`src/sv/salru_pkg.sv`:
```
// ----------------------------------------------------------------------------
// salru_pkg
// shared constants, codes and control types of the set-associative lru cache
// simulator
// ----------------------------------------------------------------------------
package salru_pkg;

  // defaults of the top-level parameters
  localparam int MAX_SET_BITS_DEF = 6;
  localparam int MAX_WAYS_DEF     = 8;
  localparam int ADDR_WIDTH_DEF   = 64;

  // access kinds
  localparam logic [1:0] OP_LOAD   = 2'd0;
  localparam logic [1:0] OP_STORE  = 2'd1;
  localparam logic [1:0] OP_MODIFY = 2'd2;

  // register word indexes on the config port
  localparam logic [1:0] REG_SET_BITS   = 2'd0;
  localparam logic [1:0] REG_WAYS       = 2'd1;
  localparam logic [1:0] REG_BLOCK_BITS = 2'd2;

  // config port address width
  localparam int CFG_AW = 4;

  // register reset values
  localparam logic [2:0] SET_BITS_RST   = 3'd4;
  localparam logic [3:0] WAYS_RST       = 4'd1;
  localparam logic [5:0] BLOCK_BITS_RST = 6'd4;

  typedef struct packed {
    logic [2:0] set_bits;
    logic [3:0] ways;
    logic [5:0] block_bits;
  } cfg_t;

  typedef enum logic [1:0] {
    ST_IDLE,
    ST_READ,
    ST_ACC1,
    ST_ACC2
  } st_t;

  // controller to datapath
  typedef struct packed {
    logic latch;   // capture the input item
    logic rd;      // read the set row
    logic acc1;    // first access pass
    logic acc2;    // second pass of a modify
    logic finish;  // write the row back for a valid op and load the result register
  } cmd_t;

  // datapath to controller
  typedef struct packed {
    logic is_modify;
    logic out_free;
  } sts_t;

endpackage

```
`src/sv/salru_ctrl.sv`:
```
// ----------------------------------------------------------------------------
// salru_ctrl
// sequencer: accept, read set row, one or two access passes, write back
// ----------------------------------------------------------------------------
module salru_ctrl (
  input  logic              clk,
  input  logic              rst_n,
  input  logic              in_valid,
  output logic              in_stall,
  input  salru_pkg::sts_t   sts,
  output salru_pkg::cmd_t   cmd
);

  salru_pkg::st_t state_r;
  salru_pkg::st_t state_nxt;

  always_ff @(posedge clk) begin
    if (!rst_n) begin
      state_r <= salru_pkg::ST_IDLE;
    end else begin
      state_r <= state_nxt;
    end
  end

  always_comb begin
    state_nxt = state_r;
    cmd       = '0;
    in_stall  = 1'b1;
    unique case (state_r)
      salru_pkg::ST_IDLE: begin
        in_stall = 1'b0;
        if (in_valid) begin
          cmd.latch = 1'b1;
          state_nxt = salru_pkg::ST_READ;
        end
      end
      salru_pkg::ST_READ: begin
        cmd.rd    = 1'b1;
        state_nxt = salru_pkg::ST_ACC1;
      end
      salru_pkg::ST_ACC1: begin
        if (sts.is_modify) begin
          cmd.acc1  = 1'b1;
          state_nxt = salru_pkg::ST_ACC2;
        end else if (sts.out_free) begin
          cmd.acc1   = 1'b1;
          cmd.finish = 1'b1;
          state_nxt  = salru_pkg::ST_IDLE;
        end
      end
      salru_pkg::ST_ACC2: begin
        if (sts.out_free) begin
          cmd.acc2   = 1'b1;
          cmd.finish = 1'b1;
          state_nxt  = salru_pkg::ST_IDLE;
        end
      end
      default: state_nxt = salru_pkg::ST_IDLE;
    endcase
  end

endmodule

```
`config.mk`:
```
export PLATFORM = sky130hd
export DESIGN_NAME = salru_ctrl
export DESIGN_NICKNAME = d
export VERILOG_FILES = /design/src/sv/salru_pkg.sv /design/src/sv/salru_ctrl.sv
export SDC_FILE = /design/constraint.sdc
export NUM_CORES = 1
export LEC_CHECK = 0
export ABC_CLOCK_PERIOD_IN_PS = 900
export BUFFER_PORTS_ARGS = -buffer_cell sky130_fd_sc_hd__buf_2
export CAP_MARGIN = 20
export CORE_AREA = 8 8 45 47
export CTS_CLUSTER_DIAMETER = 120
export CTS_CLUSTER_SIZE = 16
export DETAILED_ROUTE_END_ITERATION = 6
export DIE_AREA = 0 0 53 55
export GPL_TIMING_DRIVEN = 0
export HOLD_SLACK_MARGIN = 0.12
export PLACE_DENSITY = 0.3
export SLEW_MARGIN = 20
export SYNTH_ARGS = -nofsm -noshare
export SYNTH_HDL_FRONTEND = slang
export SYNTH_SLANG_ARGS = --single-unit
```
`constraint.sdc`:
```
create_clock -name clk -period 0.9 [get_ports clk]
set_input_delay 0.045 -clock clk [delete_from_list [all_inputs] [get_ports clk]]
set_output_delay 0.045 -clock clk [all_outputs]
set_load 0.02 [all_outputs]
```
==> results.ini, run 1 <==
[cells_and_area]
multi_input_area_um2=104
drive_above_1_share_pct=69.7
fillerInstances=162
area_growth_pct=131
num_antenna_cells=0
reg.largest.list=state_r (2)
fin_area_um2=295
stdcell_count=49
largest_register_ffs=2
nNetsFinal=40
mostFrequentLayoutCells=buf_2, buf_6, clkbuf_4, buf_4
final_util_pct=21.3
regMostFlops=state_r
ff_latch_area_um2=47.5

[floorplanning]
die-height_um=55
dieWidth_um=53
rows=14
ioPinCount=11
core_area_um2=1380
initial_core_util_pct=9.22
fp.dieArea_um2=2920

[clock_tree]
cts_htree_levels=1
cts_buffer_depth=2
cts_sinks=2
numCtsBuffers=3
path_clk_slew_ns=0.03
cts-root-buf=clkbuf_4
clkLatencyLatePin_ns=0.22
cts_tree=built

[worst_hold_path]
min_from=sts[0]
hp-class=primary input to flip-flop
hold_path_depth=4

[global_route]
grt_pass1_vias=155
grt_pass1_wl_um=703
grt.total_usage_pct=3.65
antenna_found_initial=0
grt-ovfl-total=0
grt_max_degree=9

[logic_synthesis]
netlist_area_um2=128
yosysTopAreaCellShare_pct=31.4
yosysSeqAreaShare_pct=31.4
yosysWarnings=0
synth_top_cell_by_area=dfxtp_1
synth-simple-area-share_pct=53.9
synth_mux_area_share_pct=0
ys_seq_elements=2
synth_compound_area_share_pct=11.8
synth_area_leaders=dfxtp_1, nor2b_1, nor2_1
synth_xor_xnor_area_share_pct=0
syn_inst=18
syn_avg_cell_area_um2=7.09
synth_top_family_by_area=simple AND/OR/NAND/NOR gates
synth_fp_nets=23
synth_cell_types=11
synth_fa_ha_area_share_pct=0

[route]
drt-wirelength-per-cell_um=9.76
drt-total-wl_um=478
post_drt_via_cell_ratio=3.57
num_vias=175
drtAntennaViolNets=0
drc=0
first_pass_iters=2
drt_iter0_drc=4

[timing]
skew_ns=0.00319
rsz0062_at_grt=yes
post-route-period-util_pct=112
hold_slack_ns=0.230
finalWorstSetupSlack_ns=-0.104
slew_headroom_pct=89.1
max_freq_mhz=997
min_period_ns=1.00
drv_slew=0
final_hold_viol_count=0
setup-violations-final=6
worst_pin_slew_ns=0.163
fin_tns_setup_ns=-0.416

[placed_design]
dp_cells=44
dpl.hpwl_um=345
postPlaceCellArea_um2=205
port_buffers=10
place_congestion=0.637

[worst_setup_path]
start_kind=flip-flop
crit_start=state_r[0]$_SDFFE_PN0P_
critical_path_class=flip-flop to primary output
worstReg2RegStart=state_r[0]$_SDFFE_PN0P_
critPathCaptureType=primary output
path_max_fanout=7
worstPathRequired_ns=0.85
reg2regPathDepth=4
arrival_ns=0.96

[pwr]
leakage_nw=0.141
peakVddDrop_v=0.000550
power_density_nw_per_um2=1580

[flow_run]
cap_viol_max_count=0

[outcome]
violations=setup timing
status=finished, violations left

cell type report:
| class | instances | area share (%) |
|---|---|---|
| clock buffers | 3 | 7.63 |
| inverters | 1 | 1.27 |
| multi-input cells | 15 | 35.2 |
| flip-flops and latches | 2 | 16.1 |
| well taps | 16 | 6.78 |
| repair buffers | 12 | 33.1 |
through the flow:
stage	worst slack, ns	power (mW)
after floorplan	0.00483	0.192
final	-0.104	0.468
after global placement	0.0372	0.233
after CTS	-0.112	0.472
after detailed placement	0.0349	0.234
after global routing	-0.151	0.517
worst paths after layout:
kind,end,slack [ns]
max reg2reg,state_r[1]$_SDFFE_PN0P_,0.05
max,in_stall,-0.10
min reg2reg,state_r[0]$_SDFFE_PN0P_,0.48
min,state_r[0]$_SDFFE_PN0P_,0.23
synth_stat cells, drive strengths merged:
master  n
nand2   2
nor2b   3
nor3b   1
or2     1
nor2    3
dfxtp   2
and3    1
o21ai   1
a21oi   2
inv     1
and2b   1
per-layer routing:
layer	part of all wire (%)	global-route usage, %
met1	43	3.32
met2	36	2.93
met5	0	0
met4	0	3.88
met3	21	5.61
worst max-delay path, cell delays in order, from the launching register on:
cell     delay, ns
dfxtp_4       0.36
or2_4         0.25
buf_6         0.13
what timing repair did:
| item | CTS | global route |
|---|---|---|
| resized for setup | 15 | 3 |
| setup buffers | 0 | 1 |
| hold buffers | 1 | 0 |
| endpoints found under the setup margin | 6 | 6 |
| pin swaps | 2 | 1 |
| endpoints found under the hold margin | 2 | 0 |
logic make-up (layout without fill, tap and decap cells):
family	after synthesis	count (layout)
simple gates	12	12
flops	2	2
buf+inv	1	16
compound gates	3	3
power breakdown:
part           total (mW)  switching (mW)  internal, mW  leakage (nW)
registers           0.120          0.0191         0.101        0.0178
clock network       0.191          0.0445         0.147        0.0138
logic               0.157          0.0735        0.0833         0.110
(Power assumes the default switching activity.)
==> inputs of run 2 (changes only) <==
ABC_AREA = 1   (was default)
==> run 2 against run 1 <==
Non-clock buffer count up 2. Flip-flop and latch count unchanged. Via count up 13%. Synthesized cell count up 33%. The flow still finishes with violations (setup timing). Total power up 16%. Count of clock-buffer cells in the layout unchanged. Fmax about the same.
==> results.ini, run 2 <==
[outcome]
status=finished, violations left
violations=setup timing

[clock_tree]
cts_buffer_depth=2  ; unchanged
clkLatencyLatePin_ns=0.22  ; about the same
numCtsBuffers=3  ; unchanged
cts_sinks=2  ; unchanged
cts_htree_levels=1  ; unchanged
cts_tree=built
cts-root-buf=clkbuf_4
path_clk_slew_ns=0.03  ; about the same

[route]
drt-total-wl_um=504  ; +5.4%
post_drt_via_cell_ratio=3.47  ; -2.7%
drtAntennaViolNets=0  ; unchanged
highest_layer=met3
num_vias=198  ; +13%
route.met2.wl_um=249  ; +44%
met3_length_um=55  ; -44%
first_pass_iters=2  ; unchanged
drt_iter0_drc=2  ; -2
drt-met1-wl_um=199  ; -2.9%
drt-wirelength-per-cell_um=8.84  ; -9.4%
drc=0  ; unchanged

[timing]
slew_headroom_pct=92.0  ; +3.0 points
skew_ns=0.00125  ; -0.00194 ns
drv_slew=0  ; unchanged
max_freq_mhz=997  ; about the same
setup-violations-final=6  ; unchanged
fin_tns_setup_ns=-0.373  ; +0.0429 ns
worst_pin_slew_ns=0.119  ; -0.0441 ns
finalWorstSetupSlack_ns=-0.103  ; +0.000619 ns
final_hold_viol_count=0  ; unchanged
post-route-period-util_pct=111  ; about the same
rsz0062_at_grt=yes
min_period_ns=1.00  ; -0.000619 ns

[logic_synthesis]
netlist_area_um2=130  ; +2.0%
yosysTopAreaCellShare_pct=30.8  ; -0.60 points
synthFlopType=dfxtp_1
ys_seq_elements=2  ; unchanged
post-synth-top-count-cell=nand2_1
synth_common_cells=nand2_1, nor2_1, inv_1
syn_avg_cell_area_um2=5.42  ; -24%
async_reset_ff_share_pct=0  ; unchanged
synth_top_cell_by_area=dfxtp_1
synth_fp_nets=29  ; +26%
synth_cell_types=8  ; -3
syn_inst=24  ; +6
yosysWarnings=0  ; unchanged
synth_edf_count=0  ; unchanged
yosysSeqAreaShare_pct=30.8  ; -0.60 points
synth_area_leaders=dfxtp_1, nand2_1, nor2_1

[worst_setup_path]
cp_top_family=flip-flops
slowest_stage=dfxtp_4
critPathCaptureType=primary output
arrival_ns=0.96  ; about the same
crit_path_max_incr_delay_ns=0.36  ; about the same
critical_path_class=flip-flop to primary output
worstPathRequired_ns=0.85  ; about the same
crit_chain=nor2_4, inv_2, nor2_2, buf_4
start_kind=flip-flop
crit_buf_inv=2  ; +1
path_max_fanout=5  ; -2

[placed_design]
postPlaceCellArea_um2=203  ; -1.2%
dp_slack_ns=0.00144  ; -0.0335 ns
dpl.hpwl_um=371  ; +7.3%
port_buffers=10  ; unchanged
place_congestion=0.672  ; +5.4%

[floorplanning]
rows=14  ; unchanged
die-height_um=55  ; unchanged
dieWidth_um=53  ; unchanged
initial_core_util_pct=9.40  ; +0.18 points
core_area_um2=1380  ; unchanged
fp.dieArea_um2=2920  ; unchanged
ioPinCount=11  ; unchanged

[cells_and_area]
final_common_cell=buf_4
area_growth_pct=141
drive_above_1_share_pct=63.4  ; -6.3 points
nNetsFinal=48  ; +20%
reg.largest.list=state_r (2)
fin_area_um2=314  ; +6.4%
largest_register_ffs=2  ; unchanged
regMostFlops=state_r
final_util_pct=22.7  ; +1.4 points
num_antenna_cells=0  ; unchanged
mostFrequentLayoutCells=buf_4, nand2_1, nor2_1, buf_2

[pwr]
power.total_mw=0.541  ; +16%
peakVddDrop_v=0.000575  ; +4.5%
power_density_nw_per_um2=1720  ; +8.9%
leakage_nw=0.162  ; +14%

[global_route]
grt_max_degree=6  ; -3
grt.total_usage_pct=3.82  ; +0.17 points
grt_pass1_vias=191  ; +23%
grt_pass1_wl_um=752  ; +7.0%
antenna_found_initial=0  ; unchanged
grt-ovfl-total=0  ; unchanged

[flow_run]
cap_viol_max_count=0  ; unchanged

[worst_hold_path]
hp-class=primary input to flip-flop

-- run 2: cell count changes after synthesis, sizes merged --
cell | before | now
and3 | 1 | 0
o21ai | 1 | 0
inv | 1 | 5
and2b | 1 | 0
nand3 | 0 | 1
nor2b | 3 | 0
nand2 | 2 | 8
nor3b | 1 | 0
nor2 | 3 | 6
or2 | 1 | 0
-- run 2: worst reg2reg max path: stages (launching register included) --
cell	delay, ns
dfxtp_4	0.37
nand2_2	0.08
a21oi_4	0.13
buf_4	0.12
nor2_1	0.03
-- run 2: kinds of logic after synthesis --
kind of cell	share of synthesized area [%]
buffers and inverters	14.4
AO/OA/AOI/OAI	10.6
AND/OR/NAND/NOR	44.2
flip-flops	30.8
-- run 2: stage by stage --
stage                     cells  hold WS (ns)
after detailed placement     50         0.296
after CTS                    56         0.163
after floorplan              24         0.169
after global placement       50         0.296
final                        57         0.168
after global routing         57         0.207
-- run 2: routing by layer --
| layer | track usage, % | vias to the layer above |
|---|---|---|
| met4 | 2.59 | 0 |
| met1 | 3.33 | 89 |
| met5 | 0 | - |
| met2 | 5.66 | 5 |
| met3 | 3.48 | 0 |
| li1 | - | 104 |
-- run 2: path summary, 6_finish.rpt --
path | end | depth (start not counted) | from | slack, ns
setup / recovery | cmd[4] | 4 | state_r[1]$_SDFFE_PN0P_ | -0.10
hold / removal | state_r[0]$_SDFFE_PN0P_ | 5 | in_valid | 0.17
setup reg to reg | state_r[1]$_SDFFE_PN0P_ | 4 | state_r[1]$_SDFFE_PN0P_ | 0.05
hold reg to reg | state_r[0]$_SDFFE_PN0P_ | 3 | state_r[0]$_SDFFE_PN0P_ | 0.55
-- run 2: power by group --
part           switching (mW)  internal (mW)
logic                   0.117          0.103
clock network          0.0472          0.147
registers              0.0231          0.105
total                   0.187          0.354
-- run 2: cell type report --
cell class | count | area [um2]
clock buffers | 3 | 22.5
fillers | 163 | 1070
well taps | 16 | 20.0
inverters | 5 | 21.3
flip-flops and latches | 2 | 47.5
multi-input cells | 17 | 97.6
repair buffers | 14 | 105
-- run 2: timing repair --
action / CTS / global route
endpoints found under the setup margin: 6 / 6
hold buffers: 1 / 0
resized for setup: 16 / 4
hold endpoints to repair: 2 / 0
setup buffers: 2 / 1
==> inputs of run 3 (changes only) <==
CTS_CLUSTER_DIAMETER = default   (was 120)
TNS_END_PERCENT = 30   (was default)
==> run 3 against run 2 <==
The run still ends with setup timing left. Fmax grew 0.16%. Utilization shrank 0.090 points. Count of clock-buffer cells in the layout is the same. Die area is the same. Combinational power shrank 5%. Sequential power is essentially flat. Worst hold slack is the same. Largest cell class is now multi-input gates.
==> results.ini, run 3 (synthesis gave the netlist of run 2 again) <==
[outcome]
status=finished, violations left
violations=setup timing

[worst_setup_path]
reg2regPathDepth=4  ; unchanged
arrival_ns=0.96  ; about the same
critical_path_class=flip-flop to primary output
crit_cells=4  ; unchanged
critPathCaptureType=primary output
cp_top_family=flip-flops
path_max_fanout=5  ; unchanged
crit_buf_inv=2  ; unchanged
crit_path_max_incr_delay_ns=0.36  ; about the same
slowest_stage=dfxtp_4
start_kind=flip-flop
crit_chain=nor2_4, inv_2, nor2_2, buf_4
worstPathRequired_ns=0.85  ; about the same

[route]
drt_iter0_drc=3  ; +1
first_pass_iters=2  ; unchanged
num_vias=196  ; -1.0%
post_drt_via_cell_ratio=3.44  ; -1.0%
drtAntennaViolNets=0  ; unchanged
drt-total-wl_um=503  ; -0.20%
drc=0  ; unchanged
drt-wirelength-per-cell_um=8.82  ; -0.20%

[timing]
skew_ns=0.00125  ; unchanged
max_freq_mhz=999  ; +0.16%
min_period_ns=1.00  ; -0.00165 ns
rsz0062_at_grt=yes
fin_tns_setup_ns=-0.365  ; +0.00784 ns
final_hold_viol_count=0  ; unchanged
post-route-period-util_pct=111  ; -0.18 points
hold_slack_ns=0.168  ; unchanged
drv_slew=0  ; unchanged
slew_headroom_pct=92.0  ; unchanged
finalWorstSetupSlack_ns=-0.101  ; +0.00165 ns
setup-violations-final=6  ; unchanged
worst_pin_slew_ns=0.119  ; unchanged

[global_route]
grt_pass1_wl_um=752  ; unchanged
met1_usage_pct=3.33  ; unchanged
grt_max_degree=6  ; unchanged
use_met3_pct=3.48  ; unchanged
antenna_found_initial=0  ; unchanged
grt_pass1_vias=191  ; unchanged
gr-max-usage-layer=met2
grt-ovfl-total=0  ; unchanged
use_met2_pct=5.66  ; unchanged
grt.total_usage_pct=3.82  ; unchanged

[cells_and_area]
nNetsFinal=48  ; unchanged
final_common_cell=buf_4
regMostFlops=state_r
reg.largest.list=state_r (2)
drive_above_1_share_pct=63.4  ; unchanged
num_antenna_cells=0  ; unchanged
stdcell_count=57  ; unchanged
largest_register_ffs=2  ; unchanged
area_growth_pct=140
mostFrequentLayoutCells=buf_4, nand2_1, buf_2

[clock_tree]
numCtsBuffers=3  ; unchanged
cts_htree_levels=1  ; unchanged
cts_sinks=2  ; unchanged
cts_buffer_depth=2  ; unchanged
path_clk_slew_ns=0.03  ; about the same
cts-root-buf=clkbuf_4
clkLatencyLatePin_ns=0.22  ; about the same
cts_tree=built

[pwr]
power_density_nw_per_um2=1700  ; -1.3%
peakVddDrop_v=0.000581  ; +1.2%
leakage_nw=0.167  ; +3.3%
power.total_mw=0.532  ; -1.7%

[floorplanning]
dieWidth_um=53  ; unchanged
rows=14  ; unchanged
fp.dieArea_um2=2920  ; unchanged
ioPinCount=11  ; unchanged
core_area_um2=1380  ; unchanged
die-height_um=55  ; unchanged
initial_core_util_pct=9.40  ; unchanged

[placed_design]
dpl.hpwl_um=371  ; unchanged
place_congestion=0.672  ; unchanged
dp_cells=50  ; unchanged
port_buffers=10  ; unchanged

[worst_hold_path]
hold_path_depth=5  ; unchanged
hp-class=primary input to flip-flop

[flow_run]
cap_viol_max_count=0  ; unchanged

[run 3: cell counts in the layout (fill, tap and decap cells not counted)]
No cell type changed its count.
[run 3: cell type report]
cell class	count	area, um2
fillers	165	1070
multi-input cells	17	103
repair buffers	14	98.8
flip-flops and latches	2	47.5
clock buffers	3	22.5
inverters	5	21.3
well taps	16	20.0
[run 3: metal layers]
metal  up-vias  share of wire [%]  wire (um)
met3         0                 11         55
met1        87                 39        198
li1        104                  -          -
met4         0                  0          0
met5         -                  0          0
met2         5                 50        250
[run 3: worst min-delay path, delay by kind of cell]
kind                   cells  cell delay (ns)
buffers and inverters      2             0.12
and+or+nand+nor            3             0.18
[run 3: what timing repair did]
| item | CTS | global route |
|---|---|---|
| resized for setup | 14 | 5 |
| cloned | 0 | 0 |
| buffers inserted | 2 | 1 |
| endpoints found under the hold margin | 2 | 0 |
| endpoints found under the setup margin | 6 | 6 |
| hold buffers | 1 | 0 |
[run 3: through the flow]
stage / utilization [%] / instance area (um2) / setup slack, ns
2_1_floorplan: - / 133 / 0.00741
3_3_place_gp: 14.6 / 203 / 0.00672
3_5_place_dp: 14.6 / 203 / 0.00144
4_1_cts: 20.4 / 283 / -0.114
5_1_grt: 22.6 / 313 / -0.147
6_report: 22.6 / 313 / -0.101
[run 3: path summary, 6_finish.rpt]
check	slack (ns)	from	to
max	-0.10	state_r[1]$_SDFFE_PN0P_	cmd[4]
min	0.17	in_valid	state_r[0]$_SDFFE_PN0P_
max reg2reg	0.07	state_r[1]$_SDFFE_PN0P_	state_r[1]$_SDFFE_PN0P_
min reg2reg	0.55	state_r[0]$_SDFFE_PN0P_	state_r[0]$_SDFFE_PN0P_
[run 3: power by group]
| group | internal (mW) | leakage, nW | switching [mW] |
|---|---|---|---|
| Sequential | 0.105 | 0.0178 | 0.0250 |
| Combinational | 0.0930 | 0.135 | 0.115 |
| Clock | 0.147 | 0.0138 | 0.0472 |
