--- src/sv/salru_pkg.sv ---
// ----------------------------------------------------------------------------
// salru_pkg
// shared constants, codes and control types of the set-associative lru cache
// simulator
// ----------------------------------------------------------------------------
package salru_pkg;

  // defaults of the top-level parameters
  localparam int MAX_SET_BITS_DEF = 6;
  localparam int MAX_WAYS_DEF     = 8;
  localparam int ADDR_WIDTH_DEF   = 64;

  // access kinds
  localparam logic [1:0] OP_LOAD   = 2'd0;
  localparam logic [1:0] OP_STORE  = 2'd1;
  localparam logic [1:0] OP_MODIFY = 2'd2;

  // register word indexes on the config port
  localparam logic [1:0] REG_SET_BITS   = 2'd0;
  localparam logic [1:0] REG_WAYS       = 2'd1;
  localparam logic [1:0] REG_BLOCK_BITS = 2'd2;

  // config port address width
  localparam int CFG_AW = 4;

  // register reset values
  localparam logic [2:0] SET_BITS_RST   = 3'd4;
  localparam logic [3:0] WAYS_RST       = 4'd1;
  localparam logic [5:0] BLOCK_BITS_RST = 6'd4;

  typedef struct packed {
    logic [2:0] set_bits;
    logic [3:0] ways;
    logic [5:0] block_bits;
  } cfg_t;

  typedef enum logic [1:0] {
    ST_IDLE,
    ST_READ,
    ST_ACC1,
    ST_ACC2
  } st_t;

  // controller to datapath
  typedef struct packed {
    logic latch;   // capture the input item
    logic rd;      // read the set row
    logic acc1;    // first access pass
    logic acc2;    // second pass of a modify
    logic finish;  // write the row back for a valid op and load the result register
  } cmd_t;

  // datapath to controller
  typedef struct packed {
    logic is_modify;
    logic out_free;
  } sts_t;

endpackage

--- src/sv/salru_regs.sv ---
// ----------------------------------------------------------------------------
// salru_regs
// apb-style configuration registers: set bits, ways, block bits
// ----------------------------------------------------------------------------
module salru_regs (
  input  logic                           clk,
  input  logic                           rst_n,
  input  logic                           psel,
  input  logic                           penable,
  input  logic                           pwrite,
  input  logic [salru_pkg::CFG_AW-1:0]   paddr,
  input  logic [31:0]                    pwdata,
  output logic [31:0]                    prdata,
  output salru_pkg::cfg_t                cfg
);

  logic [2:0] set_bits_r;
  logic [3:0] ways_r;
  logic [5:0] block_bits_r;
  logic       wr;

  // pready is tied high, so the access phase always completes
  assign wr = psel && penable && pwrite;

  always_ff @(posedge clk) begin
    if (!rst_n) begin
      set_bits_r   <= salru_pkg::SET_BITS_RST;
      ways_r       <= salru_pkg::WAYS_RST;
      block_bits_r <= salru_pkg::BLOCK_BITS_RST;
    end else if (wr) begin
      unique case (paddr[3:2])
        salru_pkg::REG_SET_BITS:   set_bits_r   <= pwdata[2:0];
        salru_pkg::REG_WAYS:       ways_r       <= pwdata[3:0];
        salru_pkg::REG_BLOCK_BITS: block_bits_r <= pwdata[5:0];
        default: ;
      endcase
    end
  end

  always_comb begin
    unique case (paddr[3:2])
      salru_pkg::REG_SET_BITS:   prdata = {29'd0, set_bits_r};
      salru_pkg::REG_WAYS:       prdata = {28'd0, ways_r};
      salru_pkg::REG_BLOCK_BITS: prdata = {26'd0, block_bits_r};
      default:                   prdata = 32'd0;
    endcase
  end

  assign cfg.set_bits   = set_bits_r;
  assign cfg.ways       = ways_r;
  assign cfg.block_bits = block_bits_r;

endmodule

--- config.mk ---
export PLATFORM = sky130hd
export DESIGN_NAME = salru_regs
export DESIGN_NICKNAME = d
export VERILOG_FILES = /design/src/sv/salru_pkg.sv /design/src/sv/salru_regs.sv
export SDC_FILE = /design/constraint.sdc
export NUM_CORES = 1
export LEC_CHECK = 0
export BUFFER_PORTS_ARGS = -buffer_cell sky130_fd_sc_hd__clkbuf_2
export CORE_AREA = 10 10 71 73
export CTS_CLUSTER_DIAMETER = 200
export DETAILED_ROUTE_END_ITERATION = 6
export DIE_AREA = 0 0 81 83
export PLACE_DENSITY = 0.55
export SYNTH_ARGS = -nofsm -noshare
export SYNTH_HDL_FRONTEND = slang
export SYNTH_SLANG_ARGS = --single-unit
--- constraint.sdc ---
create_clock -name clk -period 1.1 [get_ports clk]
set_input_delay 0.11 -clock clk [delete_from_list [all_inputs] [get_ports clk]]
set_output_delay 0.11 -clock clk [all_outputs]
set_load 0.01 [all_outputs]
==> impl_metrics.env, run 1 <==
export IMPL_outcome="finished clean"
export IMPL_yosys_warnings=0
export IMPL_synth_top_family_by_area="buffers and inverters"
export IMPL_numCtsBuffers=3
export IMPL_hp_class="in2reg"
export IMPL_startpoint_type="flip-flop"
export IMPL_placed_cell_area_um2=982
export IMPL_ys_seq_elements=13
export IMPL_port_buffer_count=31
export IMPL_hold_depth=3
export IMPL_antenna_found_initial=0
export IMPL_drv_slew=0
export IMPL_setup_worst_path_class="reg2out"
export IMPL_initial_core_util=0.227
export IMPL_vias=681
export IMPL_fin_skew_ns=0
export IMPL_synthFlopType="dfxtp_1"
export IMPL_place_ws_ns=0.0506
export IMPL_clk_latency_ns=0.24
export IMPL_grt_setup_unrepaired="yes"
export IMPL_dr_pass1_iters=3
export IMPL_hold_violations=0
export IMPL_fill_cells=408
export IMPL_overflow=0
export IMPL_period_needed_ns=1.04
export IMPL_synthDistinctLibCells=18
export IMPL_worst_slack_ns=0.0620
export IMPL_core_area_um2=3630
export IMPL_synth_edf_count=0
export IMPL_ant_nets=0
export IMPL_r2r_start="block_bits_r[0]"
export IMPL_clk_pin_slew_ns=0.06
export IMPL_stdcell_area_um2=1060
export IMPL_yosysSeqAreaShare=0.315
export IMPL_ir_worst_vdd_mv=0.495
export IMPL_area_delta_synth_final_pct=28.0
export IMPL_synth_compound_area_frac=0.0379
export IMPL_clkSinkCount=13
export IMPL_cts_buffer_depth=2
export IMPL_finalPower_mw=1.08
export IMPL_final_nets=179
export IMPL_postCtsHoldBufs=0
export IMPL_r2r_slack_ns=0.45
export IMPL_synth_top_cell_area_share=0.315
export IMPL_synthCells=98
export IMPL_wl_mm=2.33
export IMPL_powerDensity_nw_per_um2=1020
export IMPL_synth_xor_area_frac=0
export IMPL_drive_gt1_frac=0.380
export IMPL_track_usage=0.0638
export IMPL_drc=0
export IMPL_leakagePower_nw=0.544
export IMPL_synth_mux_area_frac=0.182
export IMPL_post_route_period_util=0.944
export IMPL_syn_avg_cell_area_um2=8.43
export IMPL_grt_pass1_wl_mm=3.46
export IMPL_wl_per_cell_um=12.6
export IMPL_routabilityCongestion=0.683
export IMPL_drt_initial_drc_count=22
export IMPL_setup_viol=0
export IMPL_critical_path_arrival_ns=0.93
export IMPL_antenna_cells=0
export IMPL_via_per_inst=3.68
export IMPL_fmax_ghz=0.963
export IMPL_worstHoldEndpoint="block_bits_r[4]"
export IMPL_hp_start="pwdata[4]"
export IMPL_grt_max_degree=14
export IMPL_die_h_um=83
export IMPL_htreeDepth=1
export IMPL_tritoncts="built"
export IMPL_async_flop_share=0
export IMPL_grt_pass1_vias=709
export IMPL_synth_adder_area_share=0
export IMPL_synth_common_cells="buf_4, nand2_1, mux2i_1"
export IMPL_worstPathRequired_ns=0.99
export IMPL_yosysMostFrequentCell="buf_4"
export IMPL_reg2regPathDepth=3
export IMPL_clockRootBuffer="clkbuf_8"
export IMPL_yosys_area_share_simple=0.192
export IMPL_worstPathMaxFanout=3
export IMPL_io_pins=86
export IMPL_rows=22
export IMPL_syn_cell_area_um2=826
export IMPL_fp_dieW_um=81
export IMPL_synthTopCellsByArea="dfxtp_1, buf_4, mux2i_1"
export IMPL_drv_cap=0
export IMPL_end_kind="output pin"
export IMPL_dieArea_um2=6720
export IMPL_hpwl_mm=1.94
export IMPL_synth_top_cell_by_area="dfxtp_1"
export IMPL_rr_endpoint="block_bits_r[0]"
==> worst max path at each step <==
stage | start | endpoint | slack [ns] | depth (start not counted)
final | set_bits_r[0] | prdata[0] | 0.06 | 3
after global placement | psel | set_bits_r[0] | 0.04 | 5
after CTS | block_bits_r[0] | prdata[0] | 0.005 | 3
after global routing | set_bits_r[0] | prdata[0] | -0.01 | 3
after detailed placement | paddr[2] | block_bits_r[5] | 0.05 | 4
after floorplan | paddr[3] | ways_r[1] | 0.15 | 5
==> per-layer routing <==
| metal | track usage | up-vias | wire, um | part of all wire |
|---|---|---|---|---|
| met2 | 0.105 | 35 | 1090 | 0.47 |
| met5 | 0 | - | 0 | 0 |
| met1 | 0.0695 | 308 | 915 | 0.39 |
| met3 | 0.0313 | 0 | 326 | 0.14 |
| met4 | 0.0188 | 0 | 0 | 0 |
| li1 | - | 338 | - | - |
==> layout make-up <==
type / instances / area, um^2 / area share
Sequential cell: 13 / 268 / 0.253
Inverter: 1 / 3.75 / 0.00355
Multi-Input combinational cell: 78 / 438 / 0.414
Timing Repair Buffer: 41 / 243 / 0.230
Tap cell: 48 / 60.1 / 0.0568
Clock buffer: 4 / 45.0 / 0.0426
==> critical path, stage by stage, from the launching register on <==
cell and delay, ns:
dfxtp_2 0.34, mux2i_1 0.06, o21ai_1 0.14, buf_2 0.15
==> kinds of logic after synthesis <==
| kind of cell | count (synthesis) |
|---|---|
| buffers and inverters | 32 |
| muxes | 15 |
| DFF | 13 |
| and+or+nand+nor | 32 |
| other | 1 |
| AOI/OAI and AO/OA | 5 |
==> report_power, final <==
part	switching (mW)	internal (mW)	total, mW	leakage (nW)
registers	0.00497	0.478	0.483	0.106
logic	0.104	0.0618	0.166	0.415
clock network	0.173	0.256	0.429	0.0228
==> flip-flops by register name, summed over array words and instances, names as in the netlist <==
signal        count
block_bits_r      6
set_bits_r        3
ways_r            4
==> timing repair <==
item,4_1_cts,5_1_grt
pin swaps,0,1
endpoints found under the setup margin,3,3
setup buffers,0,3
hold endpoints to repair,0,0
resized for setup,4,7
==> cell usage in the layout, fill, tap and decap left out, types with 2 or more instances in the layout <==
cell       n
clkbuf_2  29
conb_1    26
nand2_1   20
mux2i_1   15
buf_4      9
dfxtp_1    7
dfxtp_2    6
and2_1     4
o21ai_1    3
nor2b_1    3
clkbuf_8   3
buf_2      2
==> stage by stage <==
stage | TNS, ns | cells | util | hold slack [ns]
floorplan | 0 | 123 | - | 0.252
global placement | 0 | 178 | 0.270 | 0.352
detailed placement | 0 | 178 | 0.270 | 0.357
CTS | 0 | 182 | 0.283 | 0.0978
global route | -0.0105 | 185 | 0.291 | 0.119
finish | 0 | 185 | 0.291 | 0.0994
(Power assumes the default switching activity.)
==> inputs of run 2 (changes only) <==
==> constraint.sdc (replaced) <==
create_clock -name clk -period 1.1 [get_ports clk]
set_input_delay 0.22 -clock clk [delete_from_list [all_inputs] [get_ports clk]]
set_output_delay 0.22 -clock clk [all_outputs]
set_load 0.01 [all_outputs]
==> run 2 against run 1 <==
Via count up 3.7%. Largest cell class unchanged. Clock power up 1%. Largest power group unchanged. Total power up 2.3%. First-iteration DRC count down 68%. Critical path depth unchanged. Worst hold slack better by 0.090 ns. Critical endpoint unchanged. Sequential share of layout area down 1.7 points. The run now ends with negative setup slack left.
==> impl_metrics.env, run 2 (synthesized netlist as in run 1, its figures left out) <==
export IMPL_cts_buffer_depth=2
export IMPL_fin_setup_tns_ns=-0.0964
export IMPL_hp_class="in2reg"
export IMPL_wl_per_cell_um=12.2
export IMPL_reg2regPathDepth=3
export IMPL_grt_pass1_vias=767
export IMPL_grt_pass1_wl_mm=3.66
export IMPL_antenna_found_initial=0
export IMPL_grt_max_degree=10
export IMPL_fin_skew_ns=0
export IMPL_largest_reg_flops=6
export IMPL_p_comb_frac=0.169
export IMPL_r2r_start="block_bits_r[2]"
export IMPL_dr_pass1_iters=4
export IMPL_hp_start="pwdata[4]"
export IMPL_leakagePower_nw=0.600
export IMPL_final_nets=188
export IMPL_port_buffer_count=31
export IMPL_clk_pin_slew_ns=0.06
export IMPL_violations="negative setup slack"
export IMPL_crit_path_start="block_bits_r[0]"
export IMPL_period_needed_ns=1.13
export IMPL_overflow=0
export IMPL_seq_area_um2=273
export IMPL_drv_slew=0
export IMPL_fp_dieW_um=81
export IMPL_power_share_clock=0.394
export IMPL_startpoint_type="flip-flop"
export IMPL_top_regs="block_bits_r x6, ways_r x4, set_bits_r x3"
export IMPL_end_kind="output pin"
export IMPL_htreeDepth=1
export IMPL_drive_gt1_frac=0.459
export IMPL_via_per_inst=3.64
export IMPL_multi_input_area_um2=447
export IMPL_p_switching_uw=290
export IMPL_setup_worst_path_class="reg2out"
export IMPL_ir_worst_vdd_mv=0.482
export IMPL_worstPathMaxFanout=2
export IMPL_drt_initial_drc_count=7
export IMPL_die_h_um=83
export IMPL_rows=22
export IMPL_post_route_period_util=1.03
export IMPL_initial_core_util=0.227
export IMPL_critical_path_arrival_ns=0.91
export IMPL_worst_slack_ns=-0.0339
export IMPL_outcome="complete, but fails checks"
export IMPL_tritoncts="built"
export IMPL_dieArea_um2=6720
export IMPL_worstPathRequired_ns=0.88
export IMPL_clockRootBuffer="clkbuf_8"
export IMPL_hold_violations=0
export IMPL_grt_setup_unrepaired="yes"
export IMPL_hpwl_mm=1.97
export IMPL_wl_mm=2.36
export IMPL_track_usage=0.0685
export IMPL_setup_viol=4
export IMPL_clk_latency_ns=0.24
export IMPL_io_pins=86
export IMPL_postCtsHoldBufs=0
export IMPL_routabilityCongestion=0.701
export IMPL_numCtsBuffers=3
export IMPL_swShare=0.263
export IMPL_area_delta_synth_final_pct=39.5
export IMPL_final_cell_mix="conb_1, clkbuf_2, nand2_1"
export IMPL_drv_cap=0
export IMPL_ant_nets=0
export IMPL_fill_cells=398
export IMPL_place_ws_ns=-0.105
export IMPL_powerDensity_nw_per_um2=957
export IMPL_vias=706
export IMPL_power_internal_uw=813
export IMPL_core_area_um2=3630
export IMPL_antenna_cells=0
export IMPL_clkSinkCount=13
export IMPL_fmax_ghz=0.882
export IMPL_drc=0
export IMPL_hold_depth=3
export IMPL_p_seq_frac=0.437
export IMPL_regMostFlops="block_bits_r"
==> run 2: cell type report <==
type,count,area share
repair buffers,50,0.281
inverters,1,0.00326
flip-flops and latches,13,0.237
multi-input cells,78,0.388
well taps,48,0.0521
clock buffers,4,0.0391
==> run 2: power groups by stage <==
| stage | sequential, mW | clock [mW] | combinational [mW] |
|---|---|---|---|
| 4_1_cts | 0.482 | 0.442 | 0.180 |
| 2_1_floorplan | 0.495 | 0 | 0.159 |
| 5_1_grt | 0.483 | 0.474 | 0.206 |
| 3_3_place_gp | 0.493 | 0 | 0.164 |
| 6_report | 0.482 | 0.434 | 0.186 |
| 3_5_place_dp | 0.493 | 0 | 0.164 |
==> run 2: layer usage <==
layer  routed length (um)  vias up  track usage
li1                     -      356            -
met1                  884      307       0.0721
met2                 1100       40        0.114
met3                  350        3       0.0345
met5                    0        -            0
met4                   25        0       0.0235
==> run 2: what timing repair did <==
action,CTS,global route
resized for setup,16,10
setup buffers,7,1
hold endpoints to repair,0,0
pin swaps,2,2
endpoints found under the setup margin,6,6
==> run 2: through the flow <==
step                      area (um^2)  utilization  power [mW]  hold WS [ns]  cells
after CTS                        1130        0.312        1.10         0.200    193
after floorplan                   920            -       0.654         0.362    123
after global placement           1000        0.275       0.657         0.459    182
after global routing             1150        0.317        1.16         0.204    194
final                            1150        0.317        1.10         0.189    194
after detailed placement         1000        0.275       0.656         0.464    182
==> run 2: worst paths after layout <==
path                                         to  slack (ns)
worst max register to register  block_bits_r[2]        0.33
worst max-delay path                  prdata[0]       -0.03
worst min-delay path            block_bits_r[4]        0.19
worst min register to register  block_bits_r[4]        0.46
==> run 2: critical path: stages (launching register included) <==
cell      delay, ns
dfxtp_2        0.33
mux2i_1        0.07
o21ai_1        0.13
clkbuf_2       0.15
==> inputs of run 3 (changes only) <==
ABC_AREA = 1   (was not set)
CORE_AREA = 10 10 72 74   (was 10 10 71 73)
DIE_AREA = 0 0 82 84   (was 0 0 81 83)
PLACE_DENSITY = 0.54   (was 0.55)
==> run 3 against run 2 <==
The flow now finishes without violations. Critical path depth is the same. Design area grew 4.1%. Sequential cell count unchanged. Wire length increased by 7.2%. Non-clock buffer count shrank 6. Largest power group unchanged. Critical endpoint unchanged. Clock-buffer cell count stayed put. First-iteration DRC count increased to 3.6 times the previous value. Die area increased by 2.5%. Worst hold slack improved by 0.049 ns.
==> impl_metrics.env, run 3 <==
export IMPL_outcome="finished clean"
export IMPL_top_regs="block_bits_r x6, ways_r x4, set_bits_r x3"
export IMPL_critical_path_arrival_ns=0.85
export IMPL_dr_pass1_iters=4
export IMPL_routabilityCongestion=0.726
export IMPL_final_cell_mix="conb_1, nand2_1, clkbuf_2"
export IMPL_rows=23
export IMPL_grt_pass1_vias=776
export IMPL_synth_common_cells="nand2_1, buf_4, nor2_1"
export IMPL_drive_gt1_frac=0.432
export IMPL_fin_setup_tns_ns=0
export IMPL_place_ws_ns=-0.0746
export IMPL_largest_reg_flops=6
export IMPL_synthFlopType="dfxtp_1"
export IMPL_port_buffer_count=31
export IMPL_syn_cell_area_um2=852
export IMPL_grt_pass1_wl_mm=3.80
export IMPL_tritoncts="built"
export IMPL_synthDistinctLibCells=13
export IMPL_wl_mm=2.53
export IMPL_overflow=0
export IMPL_worstPathMaxFanout=3
export IMPL_startpoint_type="flip-flop"
export IMPL_dieArea_um2=6890
export IMPL_clkSinkCount=13
export IMPL_cts_buffer_depth=2
export IMPL_place_inst=216
export IMPL_synth_top_cell_area_share=0.305
export IMPL_p_switching_uw=332
export IMPL_drv_cap=0
export IMPL_antenna_found_initial=0
export IMPL_finalPower_mw=1.17
export IMPL_wl_per_cell_um=11.2
export IMPL_hpwl_mm=2.06
export IMPL_yosysMostFrequentCell="nand2_1"
export IMPL_fp_dieW_um=82
export IMPL_fin_skew_ns=0
export IMPL_track_usage=0.0688
export IMPL_power_internal_uw=835
export IMPL_final_cell_count_no_fill=226
export IMPL_final_nets=218
export IMPL_area_delta_synth_final_pct=40.8
export IMPL_postCtsHoldBufs=0
export IMPL_yosys_warnings=0
export IMPL_hold_violations=0
export IMPL_io_pins=86
export IMPL_holdWs_ns=0.238
export IMPL_power_share_clock=0.371
export IMPL_p_seq_frac=0.421
export IMPL_swShare=0.285
export IMPL_regMostFlops="block_bits_r"
export IMPL_synthTopCellsByArea="dfxtp_1, buf_4, nand2_1"
export IMPL_worst_slack_ns=0.0313
export IMPL_syn_avg_cell_area_um2=6.55
export IMPL_powerDensity_nw_per_um2=972
export IMPL_async_flop_share=0
export IMPL_fill_cells=455
export IMPL_fmax_ghz=0.936
export IMPL_setup_viol=0
export IMPL_final_common_cell="conb_1"
export IMPL_die_h_um=84
export IMPL_drt_initial_drc_count=25
export IMPL_hp_class="in2reg"
export IMPL_post_route_period_util=0.972
export IMPL_drv_slew=0
export IMPL_vias=818
export IMPL_setup_worst_path_class="reg2out"
export IMPL_drc=0
export IMPL_clk_pin_slew_ns=0.05
export IMPL_clockRootBuffer="clkbuf_8"
export IMPL_grt_setup_unrepaired="yes"
export IMPL_worstPathRequired_ns=0.88
export IMPL_period_needed_ns=1.07
export IMPL_ys_seq_elements=13
export IMPL_via_per_inst=3.62
export IMPL_yosysSeqAreaShare=0.305
export IMPL_ir_worst_vdd_mv=0.591
export IMPL_end_kind="output pin"
export IMPL_synthCells=130
export IMPL_clk_latency_ns=0.24
export IMPL_core_area_um2=3860
export IMPL_p_comb_frac=0.208
export IMPL_synth_edf_count=0
export IMPL_initial_core_util=0.221
export IMPL_antenna_cells=0
export IMPL_leakagePower_nw=0.629
export IMPL_numCtsBuffers=3
export IMPL_grt_max_degree=14
export IMPL_ant_nets=0
export IMPL_synth_top_cell_by_area="dfxtp_1"
export IMPL_htreeDepth=1
==> run 3: cell types whose count changed in the layout (fill, tap and decap cells not counted), sizes merged, moves of 6 or more <==
cell and change:
inv +10, nand2 +9, buf -6, mux2i -15
nand3 +16, nor2 +29
==> run 3: kinds of logic after synthesis <==
group,Yosys count,synth area share
compound gates,3,0.0176
other cells,1,0.00440
flops,13,0.305
simple gates,75,0.391
buf+inv,38,0.282
==> run 3: critical path: stages, from the launching register on <==
cell	delay, ns
dfxtp_2	0.33
nand2_2	0.07
nand3_2	0.08
buf_6	0.13
==> run 3: what timing repair did <==
action                                  in CTS  in global routing
buffers inserted                             3                  3
pin swaps                                    4                  7
endpoints found under the setup margin       5                  6
gates resized for setup                     15                 21
==> run 3: final timing paths <==
kind | start | cells past startpoint | end | slack, ns
worst min register to register | block_bits_r[5] | 2 | block_bits_r[5] | 0.49
worst min-delay path | pwdata[0] | 3 | ways_r[0] | 0.24
worst max register to register | block_bits_r[2] | 3 | block_bits_r[2] | 0.40
worst max-delay path | ways_r[0] | 3 | prdata[0] | 0.03
==> run 3: cell type report <==
cell class | count | area, um^2 | area share
flip-flops and latches | 13 | 277 | 0.230
well taps | 50 | 62.6 | 0.0521
repair buffers | 44 | 294 | 0.245
inverters | 11 | 46.3 | 0.0386
multi-input cells | 104 | 475 | 0.396
clock buffers | 4 | 45.0 | 0.0375
==> run 3: power by group through the flow <==
stage	Clock, mW	Combinational, mW	Sequential (mW)
after floorplan	0	0.183	0.503
after global placement	0	0.202	0.499
after CTS	0.455	0.221	0.490
after global routing	0.475	0.269	0.492
final	0.433	0.243	0.491
after detailed placement	0	0.203	0.500
==> run 3: through the flow <==
step | area (um^2) | utilization
finish | 1200 | 0.311
global route | 1200 | 0.311
CTS | 1130 | 0.293
detailed placement | 1020 | 0.264
global placement | 1020 | 0.264
floorplan | 946 | -
==> run 3: routing by layer <==
layer  part of all wire  global-route usage  vias up
met1               0.42              0.0792      336
li1                   -                   -      442
met4             0.0063              0.0139        0
met5                  0                   0        -
met3               0.11              0.0345        4
met2               0.46               0.111       36
